## src/sv/windowed_mean_and_sum_assert.svh

```systemverilog
// Assertion macros for the windowed mean and sum block.
// Included by RTL files that carry concurrent checks; needs clk and rst_n in scope.
`ifndef WINDOWED_MEAN_AND_SUM_ASSERT_SVH
`define WINDOWED_MEAN_AND_SUM_ASSERT_SVH
`ifndef SYNTHESIS
// same-cycle implication
`define WMS_ASSERT_NOW(lbl, en, cons) \
  lbl: assert property (@(posedge clk) disable iff (!rst_n) (en) |-> (cons)) \
    else $error("wms check failed");
// next-cycle implication
`define WMS_ASSERT_NEXT(lbl, en, cons) \
  lbl: assert property (@(posedge clk) disable iff (!rst_n) (en) |=> (cons)) \
    else $error("wms check failed");
`else
`define WMS_ASSERT_NOW(lbl, en, cons)
`define WMS_ASSERT_NEXT(lbl, en, cons)
`endif
`endif

```

## src/sv/wms_pkg.sv

```systemverilog
// Shared constants, types and helpers for the windowed mean and sum block.
// No dependencies; imported by the ALU, the divider and the top module of the block.
package wms_pkg;

  localparam int VAL_W          = 40;
  localparam int SAMPLE_W       = 32;
  localparam int WL_W           = 9;
  localparam int CFG_IDX_W      = 1;
  localparam int CFG_DATA_W     = 9;
  localparam int MAX_WINDOW_DEF = 256;

  localparam logic [WL_W-1:0] WL_RESET = WL_W'(5);

  // configuration register indexes
  localparam logic [CFG_IDX_W-1:0] REG_WINDOW_LENGTH = 1'b0;
  localparam logic [CFG_IDX_W-1:0] REG_OUTPUT_MODE   = 1'b1;

  // output_mode codes
  localparam logic MODE_MEAN = 1'b0;
  localparam logic MODE_SUM  = 1'b1;

  typedef struct packed {
    logic start;
  } div_ctrl_t;

  typedef struct packed {
    logic busy;
    logic done;
  } div_stat_t;

  // sign-extend a sample into the accumulator width
  function automatic logic [VAL_W-1:0] widen(input logic [SAMPLE_W-1:0] s);
    widen = {{(VAL_W-SAMPLE_W){s[SAMPLE_W-1]}}, s};
  endfunction

endpackage

```

## src/sv/wms_alu.sv

```systemverilog
// Shared wide add/subtract unit used by the sequencer for all accumulator work.
// Depends on wms_pkg only for the default width VAL_W; purely combinational.
module wms_alu
  import wms_pkg::*;
#(
  parameter int W = VAL_W
) (
  input  logic [W-1:0] a,
  input  logic [W-1:0] b,
  input  logic         sub,
  output logic [W-1:0] y
);

  logic [W-1:0] b_x;

  assign b_x = sub ? ~b : b;
  assign y   = a + b_x + W'(sub);

endmodule

```

## config.mk

```make
export PLATFORM = sky130hd
export DESIGN_NAME = wms_alu
export DESIGN_NICKNAME = d
export VERILOG_FILES = /design/src/sv/windowed_mean_and_sum_assert.svh /design/src/sv/wms_pkg.sv /design/src/sv/wms_alu.sv
export SDC_FILE = /design/constraint.sdc
export NUM_CORES = 1
export LEC_CHECK = 0
export ABC_AREA = 1
export ABC_CLOCK_PERIOD_IN_PS = 4700
export BUFFER_PORTS_ARGS = -buffer_cell sky130_fd_sc_hd__buf_2
export CAP_MARGIN = 20
export CORE_UTILIZATION = 58
export DETAILED_ROUTE_END_ITERATION = 16
export PLACE_DENSITY = 0.91
export SLEW_MARGIN = 25
export SYNTH_ARGS = -nofsm -noshare
export SYNTH_HDL_FRONTEND = slang
export SYNTH_SLANG_ARGS = --single-unit
export TNS_END_PERCENT = 5
```

## constraint.sdc

```tcl
create_clock -name vclk -period 4.7
set_clock_uncertainty 0.1 [all_clocks]
set_input_delay 0.705 -clock vclk [all_inputs]
set_output_delay 0.705 -clock vclk [all_outputs]
set_load 0.02 [all_outputs]
```

==> metrics <==
final RePlAce weighted congestion=0.953; Critical path origin=sub; WP data arrival=3.21 ns; Max FO, Critical Path=20; Final Setup Violations=0; IO buf count=121; Site Rows=27; YS warnings=0; Slew @ Worst Pin=0.599 ns; 1st-pass router iterations=5; Final ANT Viol Nets=0; DR DRC count=0; vias per cell=5.17; worst vdd ir=0.167 mV; PD cells=220 nW/µm²; switching power=602 µW; Die X=79.5 µm; Hold Fails Final Rpt=0; cell taking the most area after synthesis=nand2_1; status=finished, final reports clean; leak pwr=2.72 nW; postcts setup bufs=0; WL final=10.8 mm; layout cells sized above 1=20.7%; first-pass GRT wire length=17.3 mm; setup slack after placement=0.729 ns; Area contributors post-synth=nand2_1 (27%), inv_1 (15%), ha_1 (14%), xor2_1 (13%), nor2_1 (5.3%); initial antenna violation count=0; Clock power frac=0%; clock buffers=0; die height=79.5 µm; max-slew violation count=0; FMAX=0.249 GHz; vias in the first global route=4,015; Cell Chain, Critical Path=buf_2 -> inv_2 -> nand2_1 -> and2_1 -> inv_1 -> fa_1 -> inv_1 -> nand3_1 -> nand3_1 -> nand2_1 -> nand3_2 -> nand2_1 -> nand2_2 -> nand2_1 -> nand2_1 -> nand2_1 -> nand2_1 -> buf_2; hpwl dp=9.57 mm; io pins=121; Yosys cell types=26; per-cell routed wire length=12.5 µm; critical path startpoint category=primary input; hold path start=a[0]; critical path class=in -> out; Synth top cells by count=nand2_1 (253), inv_1 (135), xor2_1 (53), nor2_1 (49), ha_1 (39); Syn-to-layout area delta=19.7%; total global routing overflow=0; Iter 0 DRT Violations=228; Switching Share=65.8%; largest net degree at the start of global routing=22; RSZ-0062 raised after global routing=no; Final nets=914; Synth top area share=27.3%; hold-fix buffer count after cts=0; die area=6320 µm²; Max-slew headroom=60.1%; Post-CTS Resized=0; DR vias=4,465; sequential share of the synthesized area=0%; Core Region=5640 µm²; most common cell in the synthesized netlist=nand2_1; post-layout min period=4.01 ns; n_diodes=0; synthesized area=3480 µm²; Worst path max stage delay=0.47 ns; Seq Cell Count=0; CP Capture Type=output port; setup ws final=0.688 ns; MaxCap Viol Count=0; Reg power frac=0%; Crit path required time=3.89 ns; P_int=313 µW; Initial Utilization=61.7%; Hold Slack=1.64 ns; Layout fillers=505; post-synthesis net count=795; setup TNS=0 ns; Worst Hold Class=in -> out; Mapped Cells=674; crit share post-route=85.4%; cell repeated most along the worst path=nand2_1; Gate power share=100.0%; GRT Util Overall=33.5%; syn avg cell area=5.17 µm²; Slowest cell on crit path=buf_2; Reg area=0 µm²
[cells in the final DEF (no fill, tap or decap), drive strengths merged, types with 2 or more instances in the layout]
cell	count
inv	136
nor3	8
o21ai	9
buf	122
nand4	2
nand2	274
xor2	53
xnor2	9
ha	39
nand3	31
a21oi	31
nor2	62
a31oi	4
o21bai	4
nand2b	2
[metrics by stage]
stage / power, mW / cell area, µm² / utilization [%] / std cells
after global routing: 1.00 / 4170 / 73.9 / 863
after global placement: 0.888 / 4170 / 73.9 / 863
after detailed placement: 0.900 / 4170 / 73.9 / 863
final: 0.915 / 4170 / 73.9 / 863
after floorplan: 0.634 / 3480 / - / 674
after CTS: 0.904 / 4170 / 73.9 / 863
[power groups by stage]
| stage | Combinational (mW) | Sequential (mW) | Clock [mW] |
|---|---|---|---|
| 2_1_floorplan | 0.634 | 0 | 0 |
| 3_3_place_gp | 0.888 | 0 | 0 |
| 3_5_place_dp | 0.900 | 0 | 0 |
| 4_1_cts | 0.904 | 0 | 0 |
| 5_1_grt | 1.00 | 0 | 0 |
| 6_report | 0.915 | 0 | 0 |
[final cells by class]
| cell class | count | area, µm² | share of cell area (%) |
|---|---|---|---|
| inverter | 137 | 514 | 12.3 |
| multi-input combinational | 532 | 2940 | 70.5 |
| tap | 72 | 90.1 | 2.16 |
| timing repair buffer | 122 | 626 | 15.0 |
[cells by family (layout without fill, tap and decap cells)]
group / count (synthesis) / in the layout / synth area share, %
buffers and inverters: 142 / 259 / 15.6
AND/OR/NAND/NOR: 381 / 381 / 46.7
adder cells (fa/ha/maj): 40 / 40 / 14.6
AO/OA/AOI/OAI: 49 / 49 / 7.54
XOR/XNOR: 62 / 62 / 15.6
[worst paths after layout]
kind	slack, ns	endpoint	cells past startpoint
max	0.69	y[24]	18
min	1.64	y[0]	4
[worst max-delay path, delay by kind of cell]
| kind | cells | cell delay (ns) |
|---|---|---|
| buffers and inverters | 5 | 0.88 |
| adder cells (fa/ha/maj) | 1 | 0.41 |
| AND/OR/NAND/NOR | 12 | 1.20 |
[metal layers]
layer	vias up	GRT usage, %	wire length (µm)
li1	2268	-	-
met1	1964	47.8	4950
met2	209	55.0	4700
met3	24	1.94	904
met4	0	6.18	220
met5	-	0	0
Note: power is estimated with default switching activity, not from simulation.
