File: src/sv/windowed_mean_and_sum_assert.svh
// Assertion macros for the windowed mean and sum block.
// Included by RTL files that carry concurrent checks; needs clk and rst_n in scope.
`ifndef WINDOWED_MEAN_AND_SUM_ASSERT_SVH
`define WINDOWED_MEAN_AND_SUM_ASSERT_SVH
`ifndef SYNTHESIS
// same-cycle implication
`define WMS_ASSERT_NOW(lbl, en, cons) \
  lbl: assert property (@(posedge clk) disable iff (!rst_n) (en) |-> (cons)) \
    else $error("wms check failed");
// next-cycle implication
`define WMS_ASSERT_NEXT(lbl, en, cons) \
  lbl: assert property (@(posedge clk) disable iff (!rst_n) (en) |=> (cons)) \
    else $error("wms check failed");
`else
`define WMS_ASSERT_NOW(lbl, en, cons)
`define WMS_ASSERT_NEXT(lbl, en, cons)
`endif
`endif

File: src/sv/wms_pkg.sv
// Shared constants, types and helpers for the windowed mean and sum block.
// No dependencies; imported by the ALU, the divider and the top module of the block.
package wms_pkg;

  localparam int VAL_W          = 40;
  localparam int SAMPLE_W       = 32;
  localparam int WL_W           = 9;
  localparam int CFG_IDX_W      = 1;
  localparam int CFG_DATA_W     = 9;
  localparam int MAX_WINDOW_DEF = 256;

  localparam logic [WL_W-1:0] WL_RESET = WL_W'(5);

  // configuration register indexes
  localparam logic [CFG_IDX_W-1:0] REG_WINDOW_LENGTH = 1'b0;
  localparam logic [CFG_IDX_W-1:0] REG_OUTPUT_MODE   = 1'b1;

  // output_mode codes
  localparam logic MODE_MEAN = 1'b0;
  localparam logic MODE_SUM  = 1'b1;

  typedef struct packed {
    logic start;
  } div_ctrl_t;

  typedef struct packed {
    logic busy;
    logic done;
  } div_stat_t;

  // sign-extend a sample into the accumulator width
  function automatic logic [VAL_W-1:0] widen(input logic [SAMPLE_W-1:0] s);
    widen = {{(VAL_W-SAMPLE_W){s[SAMPLE_W-1]}}, s};
  endfunction

endpackage

File: src/sv/wms_div.sv
// Restoring divider, one quotient bit per cycle: unsigned dividend by small divisor.
// Depends on wms_pkg (div_ctrl_t, div_stat_t).
module wms_div
  import wms_pkg::*;
#(
  parameter int DW    = VAL_W,
  parameter int LEN_W = 9
) (
  input  logic             clk,
  input  logic             rst_n,
  input  div_ctrl_t        ctrl,
  input  logic [DW-1:0]    dividend,
  input  logic [LEN_W-1:0] divisor,
  output div_stat_t        stat,
  output logic [DW-1:0]    quotient
);

  localparam int CW = $clog2(DW + 1);

  logic [DW-1:0]    q_r, q_nxt;
  logic [LEN_W-1:0] rem_r, rem_nxt;
  logic [LEN_W-1:0] dvs_r;
  logic [CW-1:0]    cnt_r, cnt_nxt;
  logic             busy_r, busy_nxt;
  logic [LEN_W:0]   shifted, diff;
  logic             ge;

  assign shifted = {rem_r, q_r[DW-1]};
  assign ge      = shifted >= {1'b0, dvs_r};
  assign diff    = shifted - {1'b0, dvs_r};

  always_comb begin
    q_nxt    = q_r;
    rem_nxt  = rem_r;
    cnt_nxt  = cnt_r;
    busy_nxt = busy_r;
    if (ctrl.start) begin
      q_nxt    = dividend;
      rem_nxt  = '0;
      cnt_nxt  = CW'(DW);
      busy_nxt = 1'b1;
    end else if (busy_r) begin
      q_nxt   = {q_r[DW-2:0], ge};
      rem_nxt = ge ? diff[LEN_W-1:0] : shifted[LEN_W-1:0];
      cnt_nxt = cnt_r - CW'(1);
      if (cnt_r == CW'(1)) begin
        busy_nxt = 1'b0;
      end
    end
  end

  always_ff @(posedge clk) begin
    if (!rst_n) begin
      busy_r <= 1'b0;
      cnt_r  <= '0;
    end else begin
      busy_r <= busy_nxt;
      cnt_r  <= cnt_nxt;
    end
    q_r   <= q_nxt;
    rem_r <= rem_nxt;
    if (ctrl.start) begin
      dvs_r <= divisor;
    end
  end

  assign stat.busy = busy_r;
  assign stat.done = busy_r && (cnt_r == CW'(1));
  assign quotient  = q_r;

endmodule

File: config.mk
export PLATFORM = sky130hd
export DESIGN_NAME = wms_div
export DESIGN_NICKNAME = d
export VERILOG_FILES = /design/src/sv/windowed_mean_and_sum_assert.svh /design/src/sv/wms_pkg.sv /design/src/sv/wms_div.sv
export SDC_FILE = /design/constraint.sdc
export NUM_CORES = 1
export LEC_CHECK = 0
export BUFFER_PORTS_ARGS = -buffer_cell sky130_fd_sc_hd__buf_4
export CAP_MARGIN = 0
export CORE_ASPECT_RATIO = 2
export CORE_UTILIZATION = 53
export CTS_BUF_LIST = sky130_fd_sc_hd__clkbuf_4 sky130_fd_sc_hd__clkbuf_8
export DETAILED_ROUTE_END_ITERATION = 10
export PLACE_DENSITY = 0.82
export SLEW_MARGIN = 25
export SYNTH_ARGS = -nofsm -noshare
export SYNTH_HDL_FRONTEND = slang
export SYNTH_SLANG_ARGS = --single-unit
export TNS_END_PERCENT = 100
File: constraint.sdc
create_clock -name clk -period 3.14 [get_ports clk]
set_input_delay 0.628 -clock clk [delete_from_list [all_inputs] [get_ports clk]]
set_output_delay 0.628 -clock clk [all_outputs]
set_load 0.01 [all_outputs]
==> results.cfg, run 1 <==
[run_status]
status = finished clean

[power_and_ir_drop]
cellPowerDensity_nw_per_um2 = 535
pwr-share-seq_pct = 48.7
p_sw_share_pct = 26.4
power_frac_clock_pct = 32.1
leakagePower_nw = 1.75
combPwrFrac_pct = 19.2
power.internal_mw = 1.61
ir_drop_v = 0.000558
p_sw_mw = 0.578

[logic_synthesis]
synth_top_area_cell = edfxtp_1
mappedNetlistArea_sq_um = 3130
yosysTopAreaCellShare_pct = 46.9
synthCells = 239
yosysUniqueCellTypes = 44
synth_edf_count = 49
synth_area_leaders = edfxtp_1 47%, mux2_2 14%, dfxtp_1 10%
ys.flop_type = edfxtp_1
synthesis.nets = 303
avgSynthCellArea_sq_um = 13.1
ys_warn_count = 0
synth-seq-area-share_pct = 57.2
ys_ff_latch = 65
synthArstFlopShare_pct = 0

[grt]
grt_pass1_vias = 2450
grt_pass1_wl_mm = 10.5
track_usage_pct = 22.3
antenna_found_initial = 0
grt_max_degree = 60
globalRoute.totalOverflow = 0

[floorplan]
num_rows = 39
core-area_sq_um = 5710
die-area_sq_um = 6240
die_w_um = 56.4
ios = 94
initial_core_util_pct = 54.9
die_h_um = 111

[sta]
tightest_slew_ns = 0.714
max_freq_ghz = 0.384
tns_ns = 0
hold_viol = 0
setup_viol = 0
fin_skew_ns = 0.00579
timing.final.crit_share_pct = 82.9
finalMaxSlewViolations = 0
min_period_ns = 2.60
max_slew_margin_pct = 52.4
rsz0062_at_grt = no

[routing]
drc_errors = 0
vias = 2239
firstDrtPassIters = 4
routedWlPerCell_um = 16.2
viasPerCell = 5.54
routed_wl_mm = 6.56
ant_nets = 0
first_iter_violations = 64

[clocking]
clk_latency_ns = 0.34
cts_max_level = 3
cts_sinks = 65
cts_buffers = 9
cts_buffer_depth = 2
cts_hold_buf = 0
post_cts_buffers = 0
postCtsResizedCells = 0
clock-root-buffer = clkbuf_8
cts_tree = yes
clkSlewWorstSetupHoldPaths_ns = 0.07

[placed_design]
place_area_sq_um = 3900
dpl.hpwl_mm = 4.84
port_buffers = 93
gp_routability_congestion = 0.855

[critical_path]
end_kind = flop
critical_path_arrival_ns = 2.84
path_buf_inv = 2
r2r-start = quotient[39]$_DFFE_PP_
cp_data_required_time_ns = 3.38
r2r-end = rem_r[7]$_SDFFE_PP0P_
cpMaxStageDelayCell = a21oi_2
worstRegToRegCells = 9
path_max_fanout = 9
rrSetupSlack_ns = 0.54
cp.depth = 9
critPathKind = reg2reg
setup.worst_path.start_class = flop
cp_common_cell = inv_1
slowest_delay_ns = 0.45
cp_top_family = compound AO/OA/AOI/OAI gates
worstPathCellList = inv_1 > ha_1 > inv_1 > fa_1 > a211oi_2 > o211ai_1 > a21oi_2 > or2b_1 > a32o_1

[worst_hold_path]
min_to = dvs_r[0]$_DFFE_PP_
worst_hold_path_type = in2reg
worstHoldStart = divisor[0]
holdPathStages = 1

[final_layout]
layout_common_cells = 98 x buf_4, 49 x edfxtp_1, 40 x mux2_2
stdcell_area_sq_um = 4100
n_antenna_cell = 0
final_nets = 402
areaGrowthSynthToFinish_pct = 30.7
post_route_cells_drive_above_1_share_pct = 46.9
layout_commonest_cell = buf_4

[run]
drv_cap = 0
-- cells by family (layout without fill, tap and decap cells) --
| family | Yosys count | in the layout | share of synthesized area, % |
|---|---|---|---|
| flip-flops | 65 | 65 | 57.2 |
| AO/OA/AOI/OAI | 33 | 33 | 7.66 |
| buffers and inverters | 25 | 129 | 3.23 |
| adder cells (fa/ha/maj) | 12 | 12 | 5.03 |
| XOR/XNOR | 9 | 9 | 2.52 |
| multiplexers | 46 | 46 | 16.3 |
| AND/OR/NAND/NOR | 49 | 49 | 8.10 |
-- flip-flops by register name, summed over array words and instances (netlist names) --
name,cells
cnt_r,6
busy_r,1
rem_r,9
quotient,40
dvs_r,9
-- layout make-up --
cell class	count	area (sq um)
inverter	15	56.3
multi-input combinational	149	1240
sequential	65	1790
tap	61	76.3
fill	409	1610
timing repair buffer	98	736
clock buffer	9	124
clock inverter	7	70.1
-- layer usage --
metal	routed length, um	up-vias	part of all wire (%)	GRT usage, %
li1	-	1081	-	-
met4	290	0	4.4	14.6
met1	2270	1067	35	20.7
met3	420	19	6.4	8.40
met5	0	-	0	0
met2	3580	72	55	39.2
-- worst max path at each step --
stage                           startpoint               endpoint  slack, ns
floorplan                             ctrl  quotient[0]$_DFFE_PP_       0.67
global placement    quotient[39]$_DFFE_PP_  rem_r[7]$_SDFFE_PP0P_       0.61
detailed placement  quotient[39]$_DFFE_PP_  rem_r[7]$_SDFFE_PP0P_       0.54
CTS                 quotient[39]$_DFFE_PP_  rem_r[7]$_SDFFE_PP0P_       0.51
global route        quotient[39]$_DFFE_PP_  rem_r[8]$_SDFFE_PP0P_       0.36
finish              quotient[39]$_DFFE_PP_  rem_r[7]$_SDFFE_PP0P_       0.54
-- worst register-to-register path, delay by kind of cell (launching register included) --
kind / cells / cell delay, ns
AOI/OAI and AO/OA: 4 / 1.10
adders and majority gates: 2 / 0.58
DFF: 1 / 0.41
and+or+nand+nor: 1 / 0.27
buffers and inverters: 2 / 0.14
-- stage by stage --
| stage | power (mW) | util (%) | hold WS (ns) | setup slack [ns] | instances |
|---|---|---|---|---|---|
| floorplan | 1.32 | - | 0.426 | 0.670 | 239 |
| global placement | 1.50 | 68.3 | 0.450 | 0.607 | 388 |
| detailed placement | 1.51 | 68.3 | 0.456 | 0.537 | 388 |
| CTS | 2.21 | 71.7 | 0.433 | 0.513 | 404 |
| global route | 2.28 | 71.7 | 0.438 | 0.362 | 404 |
| finish | 2.19 | 71.7 | 0.457 | 0.538 | 404 |
-- synth_stat cells, drive strengths merged (2+ instances only) --
library cell,n
and3,2
edfxtp,49
inv,15
nand2b,4
a21oi,8
o21a,2
a32oi,2
mux2,40
ha,11
dfxtp,16
nand3,2
clkbuf,5
o21ai,6
nor2b,5
buf,5
xnor2,3
nor2,17
xor2,6
a211oi,6
mux2i,6
nand2,8
o31ai,3
-- power groups by stage --
stage | sequential, mW | clock [mW] | combinational (mW)
floorplan | 1.10 | 0 | 0.216
global placement | 1.08 | 0 | 0.413
detailed placement | 1.08 | 0 | 0.422
CTS | 1.07 | 0.723 | 0.423
global route | 1.08 | 0.748 | 0.458
finish | 1.07 | 0.704 | 0.420
No activity file was read; power rests on OpenSTA's default activity.
==> run 2: changes to the inputs <==
--- a/config.mk
+++ b/config.mk
@@ -5,13 +5,14 @@
 export SDC_FILE = /design/constraint.sdc
 export NUM_CORES = 1
 export LEC_CHECK = 0
+export ABC_AREA = 1
 export BUFFER_PORTS_ARGS = -buffer_cell sky130_fd_sc_hd__buf_4
 export CAP_MARGIN = 0
 export CORE_ASPECT_RATIO = 2
-export CORE_UTILIZATION = 53
+export CORE_UTILIZATION = 54
 export CTS_BUF_LIST = sky130_fd_sc_hd__clkbuf_4 sky130_fd_sc_hd__clkbuf_8
 export DETAILED_ROUTE_END_ITERATION = 10
-export PLACE_DENSITY = 0.82
+export PLACE_DENSITY = 0.83
 export SLEW_MARGIN = 25
 export SYNTH_ARGS = -nofsm -noshare
 export SYNTH_HDL_FRONTEND = slang
==> constraint.sdc (replaced) <==
create_clock -name clk -period 2.7 [get_ports clk]
set_input_delay 0.54 -clock clk [delete_from_list [all_inputs] [get_ports clk]]
set_output_delay 0.54 -clock clk [all_outputs]
set_load 0.01 [all_outputs]
==> results.cfg, run 2 <==
[grt]
grt_max_degree = 34
track_usage_pct = 26.4
antenna_found_initial = 0
grt_pass1_wl_mm = 12.5
globalRoute.totalOverflow = 0
grt_pass1_vias = 2751

[clocking]
cts_sinks = 65
clk_latency_ns = 0.35
postCtsResizedCells = 0
clock-root-buffer = clkbuf_8
cts_buffers = 9
clkSlewWorstSetupHoldPaths_ns = 0.07
post_cts_buffers = 0
cts_max_level = 3
cts_hold_buf = 0
cts_buffer_depth = 2
cts_tree = yes

[final_layout]
multi_input_area_sq_um = 1210
layout_common_cells = 168 x nand2_1, 97 x buf_4, 49 x edfxtp_1
final_nets = 540
areaGrowthSynthToFinish_pct = 28.5
largest_register_ffs = 40
fillers = 477
n_antenna_cell = 0
layout_commonest_cell = nand2_1
stdcell_count = 542
ff_latch_area_sq_um = 1790
fin_util_pct = 72.1
post_route_cells_drive_above_1_share_pct = 25.6
stdcell_area_sq_um = 4150

[floorplan]
die_h_um = 111
die-area_sq_um = 6310
num_rows = 39
ios = 94
core-area_sq_um = 5760
die_w_um = 56.7
initial_core_util_pct = 56.1

[routing]
routed_wl_mm = 7.84
viasPerCell = 5.19
ant_nets = 0
first_iter_violations = 156
drc_errors = 5
routedWlPerCell_um = 14.5
firstDrtPassIters = 7
met2_length_mm = 4.36
vias = 2812
met3WireLength_um = 357
route.layer.met1.wl_mm = 2.80
top_layer_used = met4

[critical_path]
setup.worst_path.start_class = flop
critPathKind = reg2reg
cp.depth = 11
endpoint = rem_r[8]$_SDFFE_PP0P_
rrSetupSlack_ns = 0.68
critical_path_arrival_ns = 2.31
r2r-start = quotient[39]$_DFFE_PP_
cpMaxStageDelayCell = fa_1
path_buf_inv = 2
path_max_fanout = 12
worstRegToRegCells = 11
slowest_delay_ns = 0.42
worstPathCellList = inv_1 > ha_1 > inv_1 > fa_1 > nand2_1 > nand3_2 > nand2_2 > nand2_2 > nand3_1 > nand3_1 > nand2_1
crit_start = quotient[39]$_DFFE_PP_
cp_top_family = simple AND/OR/NAND/NOR gates
end_kind = flop
cp_data_required_time_ns = 2.99
r2r-end = rem_r[8]$_SDFFE_PP0P_

[run_status]
status = finished, violations left
violations = design-rule violations

[sta]
max_freq_ghz = 0.496
tns_ns = 0
min_period_ns = 2.02
timing.final.crit_share_pct = 74.7
max_slew_margin_pct = 63.7
finalMaxSlewViolations = 0
setup_viol = 0
rsz0062_at_grt = no
tightest_slew_ns = 0.544
hold_viol = 0
fin_skew_ns = 0.00855

[placed_design]
dpl.hpwl_mm = 5.87
placed_cells = 526
gp_routability_congestion = 0.888
place_area_sq_um = 3970
port_buffers = 93

[logic_synthesis]
synth_area_leaders = edfxtp_1 46%, nand2_1 20%, dfxtp_1 9.9%
yosysTopAreaCellShare_pct = 45.5
synthesis.nets = 444
avgSynthCellArea_sq_um = 8.50
yosysMostFrequentCell = nand2_1
mappedNetlistArea_sq_um = 3230
synth-seq-area-share_pct = 55.5
ys_ff_latch = 65
ys_warn_count = 0
synth_top_area_cell = edfxtp_1
synthTopCellsByCount = 168 x nand2_1, 49 x edfxtp_1, 42 x inv_1
synth_edf_count = 49
synthArstFlopShare_pct = 0
ys.flop_type = edfxtp_1
yosysUniqueCellTypes = 26
synthCells = 380

[run]
drv_cap = 0

[power_and_ir_drop]
total_power_mw = 2.45
ir_drop_v = 0.000456
leakagePower_nw = 2.11
cellPowerDensity_nw_per_um2 = 589

[worst_hold_path]
worst_hold_path_type = in2reg
-- run 2: cell count changes in the layout (fill, tap and decap cells not counted), sizes merged, moves of 6 or more --
| cell | change |
|---|---|
| inv | +29 |
| mux2 | -40 |
| mux2i | -6 |
| nand2 | +164 |
| nand3 | +24 |
| xor2 | -6 |
-- run 2: layout make-up --
cell class,instances,share of cell area (%)
well taps,61,1.84
repair buffers,97,17.5
inverters,43,3.89
flip-flops and latches,65,43.1
clock inverters,4,0.603
clock buffers,12,3.83
multi-input cells,260,29.2
-- run 2: logic make-up after synthesis --
kind of cell,count (synthesis),share of synthesized area (%)
fa+ha+maj,12,4.88
flops,65,55.5
compound gates,17,2.83
simple gates,228,29.0
xor+xnor,3,0.813
buf+inv,55,7.05
-- run 2: through the flow --
step / setup slack (ns) / hold WS, ns
6_report: 0.683 / 0.370
5_1_grt: 0.533 / 0.353
4_1_cts: 0.711 / 0.354
3_5_place_dp: 0.750 / 0.469
3_3_place_gp: 0.823 / 0.458
2_1_floorplan: 0.679 / 0.443
-- run 2: where the power goes --
group          switching [mW]  leakage [nW]  internal (mW)  total, mW
sequential             0.0519         0.630           1.18       1.23
clock                   0.378        0.0967          0.393      0.771
combinational           0.241          1.38          0.204      0.445
total                   0.671          2.11           1.78       2.45
-- run 2: how the worst min path moves through the flow --
| stage | cells past startpoint | slack [ns] | start | end |
|---|---|---|---|---|
| floorplan | 2 | 0.44 | rem_r[5]$_SDFFE_PP0P_ | rem_r[5]$_SDFFE_PP0P_ |
| global placement | 2 | 0.46 | cnt_r[3]$_SDFFE_PN0P_ | cnt_r[3]$_SDFFE_PN0P_ |
| detailed placement | 2 | 0.47 | rem_r[6]$_SDFFE_PP0P_ | rem_r[6]$_SDFFE_PP0P_ |
| CTS | 1 | 0.35 | divisor[6] | dvs_r[6]$_DFFE_PP_ |
| global route | 1 | 0.35 | divisor[8] | dvs_r[8]$_DFFE_PP_ |
| finish | 1 | 0.37 | divisor[0] | dvs_r[0]$_DFFE_PP_ |
-- run 2: per-layer routing --
layer,vias to the layer above,track usage [%]
li1,1403,-
met1,1285,26.8
met2,97,47.1
met3,27,5.81
met4,0,16.7
met5,-,0
-- run 2: worst register-to-register path, delay by kind of cell (launching register included) --
kind	cells	cell delay (ns)
adder cells (fa/ha/maj)	2	0.57
buffers and inverters	2	0.15
flip-flops	1	0.40
AND/OR/NAND/NOR	7	0.83
==> run 3: changes to the inputs <==
==> constraint.sdc (replaced) <==
create_clock -name clk -period 2 [get_ports clk]
set_input_delay 0.4 -clock clk [delete_from_list [all_inputs] [get_ports clk]]
set_output_delay 0.4 -clock clk [all_outputs]
set_load 0.01 [all_outputs]
==> results.cfg, run 3 (same netlist as run 2, synthesis figures left out) <==
[run_status]
status = finished, violations left
violations = design-rule violations

[sta]
tightest_slew_ns = 0.482
max_slew_margin_pct = 67.8
setup_viol = 0
max_freq_ghz = 0.531
finalMaxSlewViolations = 0
timing.final.crit_share_pct = 94.2
hold_viol = 0
min_period_ns = 1.88
holdWs_ns = 0.237
rsz0062_at_grt = no
fin_ws_ns = 0.117
fin_skew_ns = 0.00642
tns_ns = 0

[floorplan]
die_h_um = 111
die-area_sq_um = 6310
die_w_um = 56.7
core-area_sq_um = 5760
num_rows = 39
ios = 94
initial_core_util_pct = 56.1

[grt]
grt_pass1_vias = 2691
grt_max_degree = 46
grt_pass1_wl_mm = 12.6
globalRoute.totalOverflow = 0
antenna_found_initial = 0
track_usage_pct = 27.0

[clocking]
cts_max_level = 3
clock-root-buffer = clkbuf_8
cts_tree = yes
cts_buffers = 9
cts_buffer_depth = 2
cts_sinks = 65
clk_latency_ns = 0.34
clkSlewWorstSetupHoldPaths_ns = 0.07
cts_hold_buf = 0

[placed_design]
pre_cts_ws_ns = 0.0486
port_buffers = 93
dpl.hpwl_mm = 5.89
gp_routability_congestion = 0.880

[routing]
ant_nets = 0
viasPerCell = 5.22
vias = 2849
routed_wl_mm = 8.07
routedWlPerCell_um = 14.8
met3WireLength_um = 399
top_layer_used = met4
met2_length_mm = 4.55
firstDrtPassIters = 7
first_iter_violations = 132
drc_errors = 4
route.layer.met1.wl_mm = 2.79

[final_layout]
final_nets = 545
post_route_cells_drive_above_1_share_pct = 26.4
largest_register_ffs = 40
n_antenna_cell = 0
layout_commonest_cell = nand2_1
layout_common_cells = 168 x nand2_1, 101 x buf_4, 49 x edfxtp_1
fin_util_pct = 73.6
areaGrowthSynthToFinish_pct = 31.1

[run]
drv_cap = 0

[critical_path]
worstRegToRegCells = 9
critical_path_arrival_ns = 1.97
setup.worst_path.start_class = flop
critPathKind = reg2reg
end_kind = flop
path_max_fanout = 6
cp_data_required_time_ns = 2.09

[power_and_ir_drop]
cellPowerDensity_nw_per_um2 = 822
ir_drop_v = 0.000601
leakagePower_nw = 2.16

[worst_hold_path]
worst_hold_path_type = in2reg
holdPathStages = 1
## run 3: worst paths after layout
| check | start | endpoint | slack, ns |
|---|---|---|---|
| hold reg to reg | rem_r[6]$_SDFFE_PP0P_ | rem_r[6]$_SDFFE_PP0P_ | 0.49 |
| hold / removal | divisor[7] | dvs_r[7]$_DFFE_PP_ | 0.24 |
| setup / recovery | quotient[39]$_DFFE_PP_ | quotient[0]$_DFFE_PP_ | 0.12 |
| setup reg to reg | quotient[39]$_DFFE_PP_ | quotient[0]$_DFFE_PP_ | 0.12 |
## run 3: worst max-delay path, cell delays in order, from the launching register on
cell	delay [ns]
edfxtp_1	0.41
inv_1	0.09
ha_1	0.14
inv_1	0.06
fa_2	0.37
nand2_1	0.11
nand3_2	0.12
nand2_4	0.15
buf_4	0.12
a31oi_1	0.06
## run 3: stage by stage
stage	power, mW	area [sq um]	cells
after floorplan	1.99	3230	380
after global placement	2.28	3990	529
after detailed placement	2.29	3990	529
after CTS	3.49	4200	544
after global routing	3.62	4240	546
final	3.48	4240	546
## run 3: final cells by class
type	count	area, sq um
repair buffers	101	758
fillers	437	1520
clock inverters	4	68.8
well taps	61	76.3
clock buffers	11	139
multi-input cells	261	1240
flip-flops and latches	65	1790
inverters	43	161
## run 3: metal layers
layer  GRT usage (%)  up-vias
met4            15.7        0
met2            48.9      117
met1            27.5     1295
li1                -     1416
met3            5.92       21
met5               0        -
## run 3: where the power goes
group | internal [mW] | switching, mW | total [mW]
Combinational | 0.283 | 0.337 | 0.620
Clock | 0.717 | 0.481 | 1.20
Sequential | 1.59 | 0.0685 | 1.66
Total | 2.59 | 0.886 | 3.48
## run 3: timing repair
| item | 4_1_cts | 5_1_grt |
|---|---|---|
| resized for setup | 0 | 5 |
| endpoints found under the setup margin | 0 | 8 |
| buffers inserted | 0 | 1 |
